$ cat config.mk
export PLATFORM = sky130hd
export DESIGN_NAME = pla_segment_builder
export DESIGN_NICKNAME = d
export VERILOG_FILES = /design/src/rtl/core/plasb_pkg.sv /design/src/rtl/core/plasb_div.sv /design/src/rtl/core/plasb_mul.sv /design/src/rtl/core/pla_segment_builder.sv
export SDC_FILE = /design/constraint.sdc
export NUM_CORES = 2
export LEC_CHECK = 0
export BUFFER_PORTS_ARGS = -buffer_cell sky130_fd_sc_hd__buf_4
export CAP_MARGIN = 25
export CORE_MARGIN = 2
export CORE_UTILIZATION = 60
export CTS_CLUSTER_DIAMETER = 120
export CTS_CLUSTER_SIZE = 30
export DETAILED_ROUTE_END_ITERATION = 12
export MAX_ROUTING_LAYER = met4
export PLACE_DENSITY = 0.78
export SLEW_MARGIN = 20
export SYNTH_ARGS = -nofsm -noshare
export SYNTH_HDL_FRONTEND = slang
export SYNTH_SLANG_ARGS = --single-unit
$ cat constraint.sdc
create_clock -name clock -period 16.73 [get_ports clock]
set_input_delay 0 -clock clock [delete_from_list [all_inputs] [get_ports clock]]
set_output_delay 0 -clock clock [all_outputs]
set_load 0.005 [all_outputs]
$ cat src/rtl/core/plasb_pkg.sv
// Shared types and constants of the piecewise linear segment builder.
// No dependencies; imported by every module of the block.
`default_nettype none

package plasb_pkg;

   localparam int WORD_W = 64;
   localparam int POSITION_BITS_DEF = 32;
   localparam int SLOPE_FRAC_DEF = 40;
   localparam int ICPT_FRAC = 16;
   localparam int ICPT_W = 2 * WORD_W + 2;
   localparam logic [15:0] ERROR_BOUND_RESET = 16'd32;
   localparam logic [WORD_W-1:0] MAG_MAX = {1'b0, {(WORD_W-1){1'b1}}};
   localparam logic [WORD_W-1:0] SLOPE_MIN = {1'b1, {(WORD_W-1){1'b0}}};

   typedef struct packed {
      logic [WORD_W-1:0] key;
      logic              last_key;
   } req_payload_type;

   typedef struct packed {
      logic [WORD_W-1:0]        start_key;
      logic signed [WORD_W-1:0] slope;
      logic signed [WORD_W-1:0] intercept;
      logic                     final_segment;
      logic                     order_error;
   } rsp_payload_type;

endpackage

`default_nettype wire

$ cat src/rtl/core/plasb_div.sv
// Radix-2 restoring divider, one quotient bit per cycle.
// Depends on plasb_pkg for the divisor width.
`default_nettype none

module plasb_div #(
   parameter int NUM_W = 73
) (
   input  wire logic                        clock,
   input  wire logic                        reset,
   input  wire logic                        start,
   input  wire logic [NUM_W-1:0]            dividend,
   input  wire logic [plasb_pkg::WORD_W-1:0] divisor,
   output logic                             done,
   output logic [NUM_W-1:0]                 quotient,
   output logic                             rem_nonzero
);
   import plasb_pkg::*;

   localparam int CNT_W = $clog2(NUM_W + 1);

   logic [NUM_W-1:0]  work_ff, work_in;
   logic [WORD_W-1:0] rem_ff, rem_in;
   logic [WORD_W-1:0] den_ff, den_in;
   logic [CNT_W-1:0]  cnt_ff, cnt_in;
   logic              run_ff, run_in;
   logic              done_ff, done_in;
   logic [WORD_W:0]   rem_sh;
   logic [WORD_W:0]   trial;
   logic              fits;

   always_comb begin
      rem_sh = {rem_ff, work_ff[NUM_W-1]};
      trial  = rem_sh - {1'b0, den_ff};
      fits   = !trial[WORD_W];
      work_in = work_ff;
      rem_in  = rem_ff;
      den_in  = den_ff;
      cnt_in  = cnt_ff;
      run_in  = run_ff;
      done_in = 1'b0;
      if (start) begin
         work_in = dividend;
         rem_in  = '0;
         den_in  = divisor;
         cnt_in  = CNT_W'(NUM_W);
         run_in  = 1'b1;
      end else if (run_ff) begin
         work_in = {work_ff[NUM_W-2:0], fits};
         rem_in  = fits ? trial[WORD_W-1:0] : rem_sh[WORD_W-1:0];
         cnt_in  = cnt_ff - 1'b1;
         if (cnt_ff == CNT_W'(1)) begin
            run_in  = 1'b0;
            done_in = 1'b1;
         end
      end
   end

   always_ff @(posedge clock) begin
      if (reset) begin
         run_ff  <= 1'b0;
         done_ff <= 1'b0;
         cnt_ff  <= '0;
      end else begin
         run_ff  <= run_in;
         done_ff <= done_in;
         cnt_ff  <= cnt_in;
         work_ff <= work_in;
         rem_ff  <= rem_in;
         den_ff  <= den_in;
      end
   end

   assign done        = done_ff;
   assign quotient    = work_ff;
   assign rem_nonzero = (rem_ff != '0);

endmodule

`default_nettype wire

$ cat src/rtl/core/plasb_mul.sv
// Shift-and-add multiplier, 64 by 64 bits unsigned, one partial product per cycle.
// Depends on plasb_pkg for the word width.
`default_nettype none

module plasb_mul (
   input  wire logic                          clock,
   input  wire logic                          reset,
   input  wire logic                          start,
   input  wire logic [plasb_pkg::WORD_W-1:0]   mcand,
   input  wire logic [plasb_pkg::WORD_W-1:0]   mplier,
   output logic                               done,
   output logic [2*plasb_pkg::WORD_W-1:0]      product
);
   import plasb_pkg::*;

   localparam int CNT_W = $clog2(WORD_W + 1);

   logic [2*WORD_W-1:0] acc_ff, acc_in;
   logic [WORD_W-1:0]   a_ff, a_in;
   logic [CNT_W-1:0]    cnt_ff, cnt_in;
   logic                run_ff, run_in;
   logic                done_ff, done_in;
   logic [WORD_W:0]     sum;

   always_comb begin
      sum = {1'b0, acc_ff[2*WORD_W-1:WORD_W]} + (acc_ff[0] ? {1'b0, a_ff} : '0);
      acc_in  = acc_ff;
      a_in    = a_ff;
      cnt_in  = cnt_ff;
      run_in  = run_ff;
      done_in = 1'b0;
      if (start) begin
         acc_in = {{WORD_W{1'b0}}, mplier};
         a_in   = mcand;
         cnt_in = CNT_W'(WORD_W);
         run_in = 1'b1;
      end else if (run_ff) begin
         acc_in = {sum, acc_ff[WORD_W-1:1]};
         cnt_in = cnt_ff - 1'b1;
         if (cnt_ff == CNT_W'(1)) begin
            run_in  = 1'b0;
            done_in = 1'b1;
         end
      end
   end

   always_ff @(posedge clock) begin
      if (reset) begin
         run_ff  <= 1'b0;
         done_ff <= 1'b0;
         cnt_ff  <= '0;
      end else begin
         run_ff  <= run_in;
         done_ff <= done_in;
         cnt_ff  <= cnt_in;
         acc_ff  <= acc_in;
         a_ff    <= a_in;
      end
   end

   assign done    = done_ff;
   assign product = acc_ff;

endmodule

`default_nettype wire

$ cat src/rtl/core/pla_segment_builder.sv
// Shrinking-cone segment builder: top level with sequencer, divider and multiplier.
// A first key uses neither unit; a key that narrows the cone takes two passes of the
// shared radix-2 divider. Emitting a segment adds a multiplier pass plus any wait for
// rsp_ready, and a restart may add two more divider passes. One item at a time;
// req_ready is low meanwhile.
// Reset is synchronous: cone open, stream not started, error bound 32.
`default_nettype none

module pla_segment_builder #(
   parameter int POSITION_BITS       = plasb_pkg::POSITION_BITS_DEF,
   parameter int SLOPE_FRACTION_BITS = plasb_pkg::SLOPE_FRAC_DEF
) (
   input  wire logic                       clock,
   input  wire logic                       reset,
   input  wire logic                       req_valid,
   output logic                            req_ready,
   input  wire plasb_pkg::req_payload_type req_data,
   output logic                            rsp_valid,
   input  wire logic                       rsp_ready,
   output plasb_pkg::rsp_payload_type      rsp_data,
   input  wire logic                       csr_valid,
   output logic                            csr_ready,
   input  wire logic [15:0]                csr_data
);
   import plasb_pkg::*;

   // Magnitude of (distance +/- epsilon), then the dividend with its fraction bits.
   localparam int MAG_W = ((POSITION_BITS > 16) ? POSITION_BITS : 16) + 1;
   localparam int NUM_W = MAG_W + SLOPE_FRACTION_BITS;
   localparam int QUO_W = (NUM_W > WORD_W) ? NUM_W : WORD_W;
   localparam int ICPT_SHIFT = SLOPE_FRACTION_BITS - ICPT_FRAC;

   typedef enum logic [3:0] {
      S_IDLE, S_DECIDE, S_DIV_GO, S_DIV_WAIT, S_CONE, S_TEST, S_EMIT, S_MUL_GO,
      S_MUL_WAIT, S_ICPT, S_OUT, S_RESTART, S_ADVANCE, S_LAST, S_ERR_OUT
   } state_type;

   state_type                 state_ff, state_in;
   logic [15:0]               eps_ff, eps_in;
   logic                      started_ff, started_in;
   logic [WORD_W-1:0]         k0_ff, k0_in;
   logic [POSITION_BITS-1:0]  y0_ff, y0_in;
   logic [WORD_W-1:0]         prev_ff, prev_in;
   logic [POSITION_BITS-1:0]  pos_ff, pos_in;
   logic signed [WORD_W-1:0]  low_ff, low_in;
   logic signed [WORD_W-1:0]  high_ff, high_in;
   logic                      bounded_ff, bounded_in;
   logic [WORD_W-1:0]         key_ff, key_in;
   logic                      last_ff, last_in;
   logic                      sel_hi_ff, sel_hi_in;
   logic                      restart_ff, restart_in;
   logic                      neg_ff, neg_in;
   logic signed [WORD_W-1:0]  lo_b_ff, lo_b_in;
   logic signed [WORD_W-1:0]  hi_b_ff, hi_b_in;
   logic                      final_ff, final_in;
   logic signed [WORD_W-1:0]  slope_ff, slope_in;
   logic [ICPT_W-1:0]         v_ff, v_in;
   logic signed [WORD_W-1:0]  icpt_ff, icpt_in;
   logic                      rsp_valid_ff, rsp_valid_in;
   rsp_payload_type           rsp_data_ff, rsp_data_in;

   logic                      div_start, div_done, div_rem_nz;
   logic [NUM_W-1:0]          div_dividend, div_quo;
   logic [WORD_W-1:0]         div_divisor;
   logic                      mul_start, mul_done;
   logic [WORD_W-1:0]         mul_a;
   logic [2*WORD_W-1:0]       mul_prod;

   logic [POSITION_BITS-1:0]  pos_gap;
   logic [MAG_W-1:0]          dist_x, eps_x, hi_mag, lo_mag;
   logic [MAG_W:0]            lo_s, lo_abs;
   logic                      lo_neg;
   logic [QUO_W-1:0]          quo_x;
   logic                      q_sat, q_inexact, q_bump;
   logic [WORD_W-1:0]         q_floor, q_mag;
   logic signed [WORD_W-1:0]  bound;
   logic [WORD_W:0]           mid_sum;
   logic                      slope_neg;
   logic [ICPT_W-1:0]         y_scaled;
   logic                      v_neg;
   logic [ICPT_W-1:0]         v_abs, v_sh;
   logic                      v_sat;
   logic [WORD_W-1:0]         i_mag;
   logic                      out_free;

   plasb_div #(.NUM_W(NUM_W)) u_div (
      .clock       (clock),
      .reset       (reset),
      .start       (div_start),
      .dividend    (div_dividend),
      .divisor     (div_divisor),
      .done        (div_done),
      .quotient    (div_quo),
      .rem_nonzero (div_rem_nz)
   );

   plasb_mul u_mul (
      .clock   (clock),
      .reset   (reset),
      .start   (mul_start),
      .mcand   (mul_a),
      .mplier  (k0_ff),
      .done    (mul_done),
      .product (mul_prod)
   );

   // Datapath around the shared units.
   always_comb begin
      // Position distance wraps at the position width; both cone bounds divide
      // (distance -/+ epsilon) by the key distance.
      pos_gap = pos_ff - y0_ff;
      dist_x = MAG_W'(pos_gap);
      eps_x  = MAG_W'(eps_ff);
      hi_mag = dist_x + eps_x;
      lo_s   = {1'b0, dist_x} - {1'b0, eps_x};
      lo_neg = lo_s[MAG_W];
      lo_abs = lo_neg ? (~lo_s + 1'b1) : lo_s;
      lo_mag = lo_abs[MAG_W-1:0];
      div_dividend = {(sel_hi_ff ? hi_mag : lo_mag), {SLOPE_FRACTION_BITS{1'b0}}};
      div_divisor  = key_ff - k0_ff;

      // Quotient to a bound: saturate, then round the lower bound up and the upper
      // bound down (on the magnitude this depends on the sign).
      quo_x     = QUO_W'(div_quo);
      q_sat     = (quo_x >> (WORD_W - 1)) != '0;
      q_floor   = q_sat ? MAG_MAX : {1'b0, quo_x[WORD_W-2:0]};
      q_inexact = !q_sat && div_rem_nz;
      q_bump    = q_inexact && (q_floor != MAG_MAX) && (neg_ff == sel_hi_ff);
      q_mag     = q_floor + WORD_W'(q_bump);
      bound     = neg_ff ? $signed(~q_mag + 1'b1) : $signed(q_mag);

      // Floor of the cone midpoint, one bit wider so the sum cannot overflow.
      mid_sum = {low_ff[WORD_W-1], low_ff} + {high_ff[WORD_W-1], high_ff};

      // Intercept: y0 scaled to the slope format minus slope times k0.
      slope_neg = slope_ff[WORD_W-1];
      mul_a     = slope_neg ? (~slope_ff + 1'b1) : slope_ff;
      y_scaled  = ICPT_W'(y0_ff) << SLOPE_FRACTION_BITS;
      v_neg     = v_ff[ICPT_W-1];
      v_abs     = v_neg ? (~v_ff + 1'b1) : v_ff;
      v_sh      = v_abs >> ICPT_SHIFT;
      v_sat     = (v_sh >> (WORD_W - 1)) != '0;
      i_mag     = v_sat ? MAG_MAX : {1'b0, v_sh[WORD_W-2:0]};

      out_free  = !rsp_valid_ff || rsp_ready;
   end

   // Sequencer.
   always_comb begin
      state_in     = state_ff;
      eps_in       = eps_ff;
      started_in   = started_ff;
      k0_in        = k0_ff;
      y0_in        = y0_ff;
      prev_in      = prev_ff;
      pos_in       = pos_ff;
      low_in       = low_ff;
      high_in      = high_ff;
      bounded_in   = bounded_ff;
      key_in       = key_ff;
      last_in      = last_ff;
      sel_hi_in    = sel_hi_ff;
      restart_in   = restart_ff;
      neg_in       = neg_ff;
      lo_b_in      = lo_b_ff;
      hi_b_in      = hi_b_ff;
      final_in     = final_ff;
      slope_in     = slope_ff;
      v_in         = v_ff;
      icpt_in      = icpt_ff;
      rsp_valid_in = rsp_valid_ff;
      rsp_data_in  = rsp_data_ff;
      div_start    = 1'b0;
      mul_start    = 1'b0;

      if (csr_valid) begin
         eps_in = csr_data;
      end
      if (rsp_valid_ff && rsp_ready) begin
         rsp_valid_in = 1'b0;
      end

      case (state_ff)
         S_IDLE: begin
            if (req_valid) begin
               key_in   = req_data.key;
               last_in  = req_data.last_key;
               state_in = S_DECIDE;
            end
         end
         S_DECIDE: begin
            if (!started_ff) begin
               // The first key of a stream opens a segment at position zero.
               k0_in      = key_ff;
               y0_in      = '0;
               prev_in    = key_ff;
               pos_in     = POSITION_BITS'(1);
               low_in     = SLOPE_MIN;
               high_in    = MAG_MAX;
               bounded_in = 1'b0;
               started_in = 1'b1;
               state_in   = S_LAST;
            end else if (key_ff < prev_ff) begin
               state_in = S_ERR_OUT;
            end else begin
               restart_in = 1'b0;
               if (key_ff != k0_ff) begin
                  sel_hi_in = 1'b0;
                  state_in  = S_DIV_GO;
               end else begin
                  state_in = S_ADVANCE;
               end
            end
         end
         S_DIV_GO: begin
            div_start = 1'b1;
            neg_in    = sel_hi_ff ? 1'b0 : lo_neg;
            state_in  = S_DIV_WAIT;
         end
         S_DIV_WAIT: begin
            if (div_done) begin
               if (sel_hi_ff) begin
                  hi_b_in  = bound;
                  state_in = S_CONE;
               end else begin
                  lo_b_in   = bound;
                  sel_hi_in = 1'b1;
                  state_in  = S_DIV_GO;
               end
            end
         end
         S_CONE: begin
            if (lo_b_ff > low_ff) begin
               low_in = lo_b_ff;
            end
            if (hi_b_ff < high_ff) begin
               high_in = hi_b_ff;
            end
            bounded_in = 1'b1;
            state_in   = S_TEST;
         end
         S_TEST: begin
            // Right after a restart the cone is not tested; an empty cone then
            // shows up at the next key.
            if (!restart_ff && (low_ff > high_ff)) begin
               final_in = 1'b0;
               state_in = S_EMIT;
            end else begin
               state_in = S_ADVANCE;
            end
         end
         S_EMIT: begin
            slope_in = bounded_ff ? $signed(mid_sum[WORD_W:1]) : '0;
            state_in = S_MUL_GO;
         end
         S_MUL_GO: begin
            mul_start = 1'b1;
            state_in  = S_MUL_WAIT;
         end
         S_MUL_WAIT: begin
            if (mul_done) begin
               v_in = slope_neg ? (y_scaled + ICPT_W'(mul_prod))
                                : (y_scaled - ICPT_W'(mul_prod));
               state_in = S_ICPT;
            end
         end
         S_ICPT: begin
            icpt_in  = v_neg ? $signed(~i_mag + 1'b1) : $signed(i_mag);
            state_in = S_OUT;
         end
         S_OUT: begin
            if (out_free) begin
               rsp_valid_in = 1'b1;
               rsp_data_in  = '{start_key: k0_ff, slope: slope_ff, intercept: icpt_ff,
                                final_segment: final_ff, order_error: 1'b0};
               if (final_ff) begin
                  started_in = 1'b0;
                  pos_in     = '0;
                  low_in     = SLOPE_MIN;
                  high_in    = MAG_MAX;
                  bounded_in = 1'b0;
                  state_in   = S_IDLE;
               end else begin
                  state_in = S_RESTART;
               end
            end
         end
         S_RESTART: begin
            // The new segment starts at the previous key and position.
            k0_in      = prev_ff;
            y0_in      = pos_ff - 1'b1;
            low_in     = SLOPE_MIN;
            high_in    = MAG_MAX;
            bounded_in = 1'b0;
            restart_in = 1'b1;
            if (key_ff != prev_ff) begin
               sel_hi_in = 1'b0;
               state_in  = S_DIV_GO;
            end else begin
               state_in = S_ADVANCE;
            end
         end
         S_ADVANCE: begin
            prev_in  = key_ff;
            pos_in   = pos_ff + 1'b1;
            state_in = S_LAST;
         end
         S_LAST: begin
            if (last_ff) begin
               final_in = 1'b1;
               state_in = S_EMIT;
            end else begin
               state_in = S_IDLE;
            end
         end
         S_ERR_OUT: begin
            // A descending key is dropped and reported in one transfer.
            if (out_free) begin
               rsp_valid_in = 1'b1;
               rsp_data_in  = '{start_key: k0_ff, slope: '0, intercept: '0,
                                final_segment: 1'b0, order_error: 1'b1};
               state_in     = S_LAST;
            end
         end
         default: begin
            state_in = S_IDLE;
         end
      endcase
   end

   always_ff @(posedge clock) begin
      if (reset) begin
         state_ff     <= S_IDLE;
         eps_ff       <= ERROR_BOUND_RESET;
         started_ff   <= 1'b0;
         k0_ff        <= '0;
         y0_ff        <= '0;
         prev_ff      <= '0;
         pos_ff       <= '0;
         low_ff       <= SLOPE_MIN;
         high_ff      <= MAG_MAX;
         bounded_ff   <= 1'b0;
         rsp_valid_ff <= 1'b0;
      end else begin
         state_ff     <= state_in;
         eps_ff       <= eps_in;
         started_ff   <= started_in;
         k0_ff        <= k0_in;
         y0_ff        <= y0_in;
         prev_ff      <= prev_in;
         pos_ff       <= pos_in;
         low_ff       <= low_in;
         high_ff      <= high_in;
         bounded_ff   <= bounded_in;
         rsp_valid_ff <= rsp_valid_in;
         key_ff       <= key_in;
         last_ff      <= last_in;
         sel_hi_ff    <= sel_hi_in;
         restart_ff   <= restart_in;
         neg_ff       <= neg_in;
         lo_b_ff      <= lo_b_in;
         hi_b_ff      <= hi_b_in;
         final_ff     <= final_in;
         slope_ff     <= slope_in;
         v_ff         <= v_in;
         icpt_ff      <= icpt_in;
         rsp_data_ff  <= rsp_data_in;
      end
   end

   assign req_ready = (state_ff == S_IDLE);
   assign rsp_valid = rsp_valid_ff;
   assign rsp_data  = rsp_data_ff;
   assign csr_ready = 1'b1;

   // Once a key is taken the block works on it before taking another.
   a_one_at_a_time: assert property (@(posedge clock) disable iff (reset)
      req_valid && req_ready |=> !req_ready)
      else $error("input taken while an item is in progress");

   // An order error transfer carries no segment.
   a_err_empty: assert property (@(posedge clock) disable iff (reset)
      rsp_valid && rsp_data.order_error |->
         (rsp_data.slope == '0) && (rsp_data.intercept == '0) && !rsp_data.final_segment)
      else $error("order error transfer carries segment data");

   // The divider only finishes while the sequencer waits for it.
   a_div_expected: assert property (@(posedge clock) disable iff (reset)
      div_done |-> (state_ff == S_DIV_WAIT))
      else $error("divider finished outside its wait state");

   // A cone never narrowed is fully open.
   a_open_cone: assert property (@(posedge clock) disable iff (reset)
      !bounded_ff |-> (low_ff == SLOPE_MIN) && (high_ff == MAG_MAX))
      else $error("unbounded cone is not open");

endmodule

`default_nettype wire
Word level (Yosys, flattened, before mapping)
Cells that the tools add are included.

storage, ports and cells
  memories kept = 0
  latch bits = 0
  bits of input ports = 86
  memory bits (read-only) = 0
  logic and storage cells = 248
  RAM bits = 0
  bits in registers = 1403
  output and inout port bits = 197

operators by class
  multiplexer cells = 86
  div/mod/pow operators = 0
  magnitude comparators = 4
  $mul = 0
  equal/unequal tests = 35
  $add $sub $neg = 19
  shift operators = 0
  bitwise gates (word level) = 9
  reduce and logical (&&, ||, !) cells = 52

operators with widths
  kind                     number
  $mux 64                  15
  $pmux 64 s4              2
  $mux 194                 2
  $pmux 194 s2             1
  $mux 130                 2
  $pmux 64 s2              2
  $add 64x1->64 const B    3
  $mux 63                  3
  $mux 73                  2
  $add 130x1->130 const B  1
  $not 130->130            1
  $reduce_bool 130->1      1
  $add 72x128->129         1
  $sub 72x128->129         1
  $gt 64x64->1             2
  $lt 64x64->1             2
  $mux 128                 1
  $mux 32                  4
  $ne 64x64->1             2
  $not 64->64              2
  $pmux 32 s3              1
  $reduce_bool 73->1       1
  $mux 33                  2
  $add 64x64->65           1
  47 further kinds         150

Depth between registers and ports, before layout
  depth after elaboration = 9
  depth in mapped cells = 29
  gate-level depth less buffers = 26

By module
A second synthesis with hierarchy kept.

unflattened totals
  cells, all modules = 10005
  area, all modules = 93249.4 µm²

by module, submodules not included
  module               area each (µm²)  instances  cells each  sequential area each (µm²)
  pla_segment_builder  69133.8          1          7838        26355.3
  plasb_div            12600.8          1          1152        6216.0
  plasb_mul            11514.8          1          1015        5945.7

Worst setup path after synthesis
OpenSTA, ideal clock, no wires.

  kind = register to register
  start point = register state_ff[1]
  end point = register rsp_data_ff, in the netlist rsp_data[0] (enable)
  cell stages (with the launch flop) = 5
  data required time = 15.744 ns
  arrival time = 14.213 ns
  setup time = 0.986 ns
  period minus slack after synthesis = 15.199 ns
  buffers on the path = 2
  slack = 1.531 ns
  cells stage by stage = dfxtp_1 -> clkbuf_1 -> clkbuf_1 -> nand2_1 -> nor3_1

on the way
  word-level cells in the longest chain between the ends = 3
  elaborated cells on any way between the ends = 6
  classes of those cells = eq/ne: 4; reduce/logical: 2

RTL lines
  what                                                              RTL line                    RTL
  start, declared                                                   pla_segment_builder.sv:38   state_type state_ff, state_in;
  start signal, assigned                                            pla_segment_builder.sv:345  state_ff <= state_in;
  $eq 4x4->1                                                        pla_segment_builder.sv:183  case (state_ff)
  $ne 2x2->1 (no source line) or $reduce_bool 2->1 (tied branches)  --
  $reduce_and 4->1 (no source line) *                               --
  end signal, assigned                                              pla_segment_builder.sv:367  rsp_data_ff <= rsp_data_in;
  end, declared                                                     pla_segment_builder.sv:60   rsp_payload_type rsp_data_ff, rsp_data_in;

Mark *: on every way between the ends. The rest lies on a longest branch, timed or not.
A chain may end at the register's enable or synchronous reset.

Worst setup path after layout
  start point = register v_ff[27]
  end point = register icpt_ff[48] (data pin)

on the way
  word-level cells in the longest chain between the ends = 8

RTL lines
  what                    RTL line                    RTL
  start, declared         pla_segment_builder.sv:57   logic [ICPT_W-1:0] v_ff, v_in;
  start signal, assigned  pla_segment_builder.sv:365  v_ff <= v_in;
  $not 130->130           pla_segment_builder.sv:140  v_abs = v_neg ? (~v_ff + 1'b1) : v_ff;
  $add 130x1->130         pla_segment_builder.sv:140
  $mux 130 *              pla_segment_builder.sv:140
  $reduce_bool 130->1     pla_segment_builder.sv:142  v_sat = (v_sh >> (WORD_W - 1)) != '0;
  $mux 63 *               pla_segment_builder.sv:143  i_mag = v_sat ? MAG_MAX : {1'b0, v_sh[WORD_W-2:0]};
  $not 63->64             pla_segment_builder.sv:268  icpt_in = v_neg ? $signed(~i_mag + 1'b1) : $signed(i_mag);
  $add 64x1->64           pla_segment_builder.sv:268
  $mux 64 *               pla_segment_builder.sv:268
  end signal, assigned    pla_segment_builder.sv:366  icpt_ff <= icpt_in;
  end, declared           pla_segment_builder.sv:58   logic signed [WORD_W-1:0] icpt_ff, icpt_in;

Marks and branches as above.

==> flow_metrics.tcl <==
set metrics [dict create \
    outcome "complete, no violations" \
    cts_resized 0 \
    syn2layout_area_growth_pct 7.90 \
    fin_crit_sh_pct 55.0 \
    clk-insertion-delay-late_ns 0.74 \
    drc 0 \
    final_cell_mix "edfxtp_1 (1,042), nand2_1 (965), nor2_1 (877)" \
    dr.first_iter.drc_count 9283 \
    holdBufCountCts 163 \
    path_max_fanout 34 \
    fin_crit_ns 9.20 \
    synth-edff-count 1042 \
    cts.htree.levels 2 \
    die_y_microns 392 \
    worst-path-buf-inv 2 \
    path_cells "or4_1 > nor4_1 > nand4_1 > nor4_1 > buf_4 > a211oi_1 > a2111oi_0 > nand4_1 > or4_1 > or4_1 > or2_2 > buf_4 > nor2_1 > ha_1 > nand3_1 > nor4_1 > nand3_1 > nor2_1 > nand2_1 > nor3_1 > nand4_1 > xnor2_1 > o21ai_0 > a221o_1" \
    multi_input_area_sq_mm 0.0481 \
    slowest_delay_ns 0.78 \
    tritoncts "yes" \
    fin_setup_tns_ns 0 \
    gp_congestion 1.01 \
    io_pins 283 \
    rows 142 \
    antenna_found_initial 22 \
    critPathTopFamily "simple AND/OR/NAND/NOR gates" \
    syn_area_sq_mm 0.0905 \
    overflow 0 \
    core_area_sq_mm 0.150 \
    vdd_drop_max_uv 136 \
    crit_type "reg -> reg" \
    synthMuxAreaShare_pct 0.683 \
    cts_setup_buffers 0 \
    synth-seq-cells 1403 \
    top_layer "met4" \
    die_w_microns 392 \
    synth_xor_area_share_pct 6.68 \
    first_pass_iters 7 \
    tightest_slew_ns 1.08 \
    critPathRequiredTime_ns 17.24 \
    start_util_pct 60.4 \
    fin_hold_ws_ns 0.0484 \
    syn_nets 10600 \
    yosysSeqAreaShare_pct 42.6 \
    cp-start-kind "flop" \
    synthDistinctLibCells 92 \
    grt_usage_pct 35.3 \
    synth_compound_area_share_pct 17.7 \
    layout-drive-gt1-share_pct 5.74 \
    wl_met1_microns 117000 \
    cts_sinks 1403 \
    async_reset_ff_share_pct 0 \
    dp_cells 11700 \
    mostFrequentLayoutCell "edfxtp_1" \
    fill_cells 12100 \
    power_density_mw_per_mm2 111 \
    fin_total_pwr_mw 10.9 \
    wl_per_cell_microns 22.6 \
    ff_latch_area_sq_mm 0.0385 \
    final_cell_count_no_fill 12000 \
    grt_max_degree 195 \
    hpwlAfterDp_microns 204000 \
    finalHoldViolations 0 \
    drtAntennaViolNets 0 \
    crit_arrival_ns 9.71 \
    drv_slew 0 \
    cap_violations 0 \
    grt_pass1_wl_microns 413000 \
    nets 10700 \
    clk_path_buf_depth 3 \
    critPathSlowestCell "a2111oi_0" \
    wl_met2_microns 121000 \
    yosysWarnings 0 \
    endpoint_kind "flop" \
    portBuffers 281 \
    grt_pass1_vias 70200 \
    die-area_sq_mm 0.154 \
    rsz0062_at_grt "false" \
    avgSynthCellArea_sq_um 9.23 \
    dr_wl_met3_microns 24900 \
    hold_class "in -> reg" \
    synth_cells 9811 \
    fmax_mhz 109 \
    finClkSkew_ns 0.0385 \
    synth_top_family_by_area "simple AND/OR/NAND/NOR gates" \
    total_leakage_power_nw 37.3 \
    synth_adder_area_share_pct 9.19 \
    ctsRootBufferMaster "clkbuf_16" \
    slew_headroom_pct 25.9 \
    routed_wl_microns 272000 \
    setup_ws_ns 7.53 \
    clk_pin_slew_ns 0.12 \
    viasPerCell 6.36 \
    synthFlopType "edfxtp_1" \
    cts_buffers 55 \
    synth-simple-area-share_pct 18.7 \
    setup_viol 0 \
    pre_cts_ws_ns 7.59 \
    vias 76500 \
]
## cell type report
class	instances	share of cell area [%]
Multi-Input combinational cell	7326	49.3
Inverter	640	2.46
Antenna cell	17	0.0436
Sequential cell	1403	39.4
Clock inverter	12	0.136
Clock buffer	92	1.62
Tap cell	2016	2.58
Timing Repair Buffer	525	4.47
## per-layer routing
metal | track usage [%] | vias up
li1 | - | 35800
met1 | 49.7 | 36700
met2 | 53.1 | 3627
met3 | 4.69 | 473
met4 | 10.7 | 0
met5 | - | -
## registers in the layout, summed over array words and instances (netlist names), 32 cells and up
register        count
slope_ff           64
rsp_data          194
u_div.quotient     73
k0_ff              64
v_ff              130
pos_ff             32
prev_ff            64
u_mul.a_ff         64
u_div.rem_ff       64
icpt_ff            64
u_mul.product     128
y0_ff              32
key_ff             64
high_ff            64
low_ff             64
hi_b_ff            64
u_div.den_ff       64
lo_b_ff            64
## metrics by stage
step,area (sq um),util [%]
after floorplan,90500,-
after global routing,97700,65.2
final,97700,65.2
after CTS,97600,65.2
after detailed placement,94300,62.9
after global placement,94300,62.9
## cell families after synthesis
logic type	after synthesis
other	1
AND/OR/NAND/NOR	3474
multiplexers	60
AO/OA/AOI/OAI	2442
XOR/XNOR	689
adder cells (fa/ha/maj)	660
buffers and inverters	1082
flip-flops	1403
## final timing paths
kind,start,to,slack [ns],cells after the start
worst max register to register,v_ff[27],icpt_ff[48],7.53,24
worst max-delay path,v_ff[27],icpt_ff[48],7.53,24
worst min register to register,k0_ff[9],rsp_data[139],0.47,0
worst min-delay path,req_data[61],key_ff[60],0.05,2
## Yosys cell counts, types with 116 or more instances
| library cell | instances | area (sq um) |
|---|---|---|
| a21o_1 | 241 | 1810 |
| a21oi_1 | 662 | 3310 |
| and2_1 | 271 | 1700 |
| clkbuf_1 | 407 | 1530 |
| dfxtp_1 | 361 | 7230 |
| edfxtp_1 | 1042 | 31300 |
| ha_1 | 652 | 8160 |
| inv_1 | 635 | 2380 |
| nand2_1 | 966 | 3630 |
| nand2b_1 | 116 | 726 |
| nand3_1 | 193 | 966 |
| nand4_1 | 154 | 963 |
| nor2_1 | 885 | 3320 |
| nor3_1 | 237 | 1190 |
| nor4_1 | 118 | 738 |
| o21ai_0 | 496 | 2480 |
| xnor2_1 | 448 | 3920 |
| xor2_1 | 240 | 2100 |
## where the power goes
group	internal (mW)	switching, mW
Sequential	4.11	0.310
Clock	0.670	1.12
Combinational	1.69	2.96
Total	6.47	4.39
Note: power is estimated with default switching activity, not from simulation.
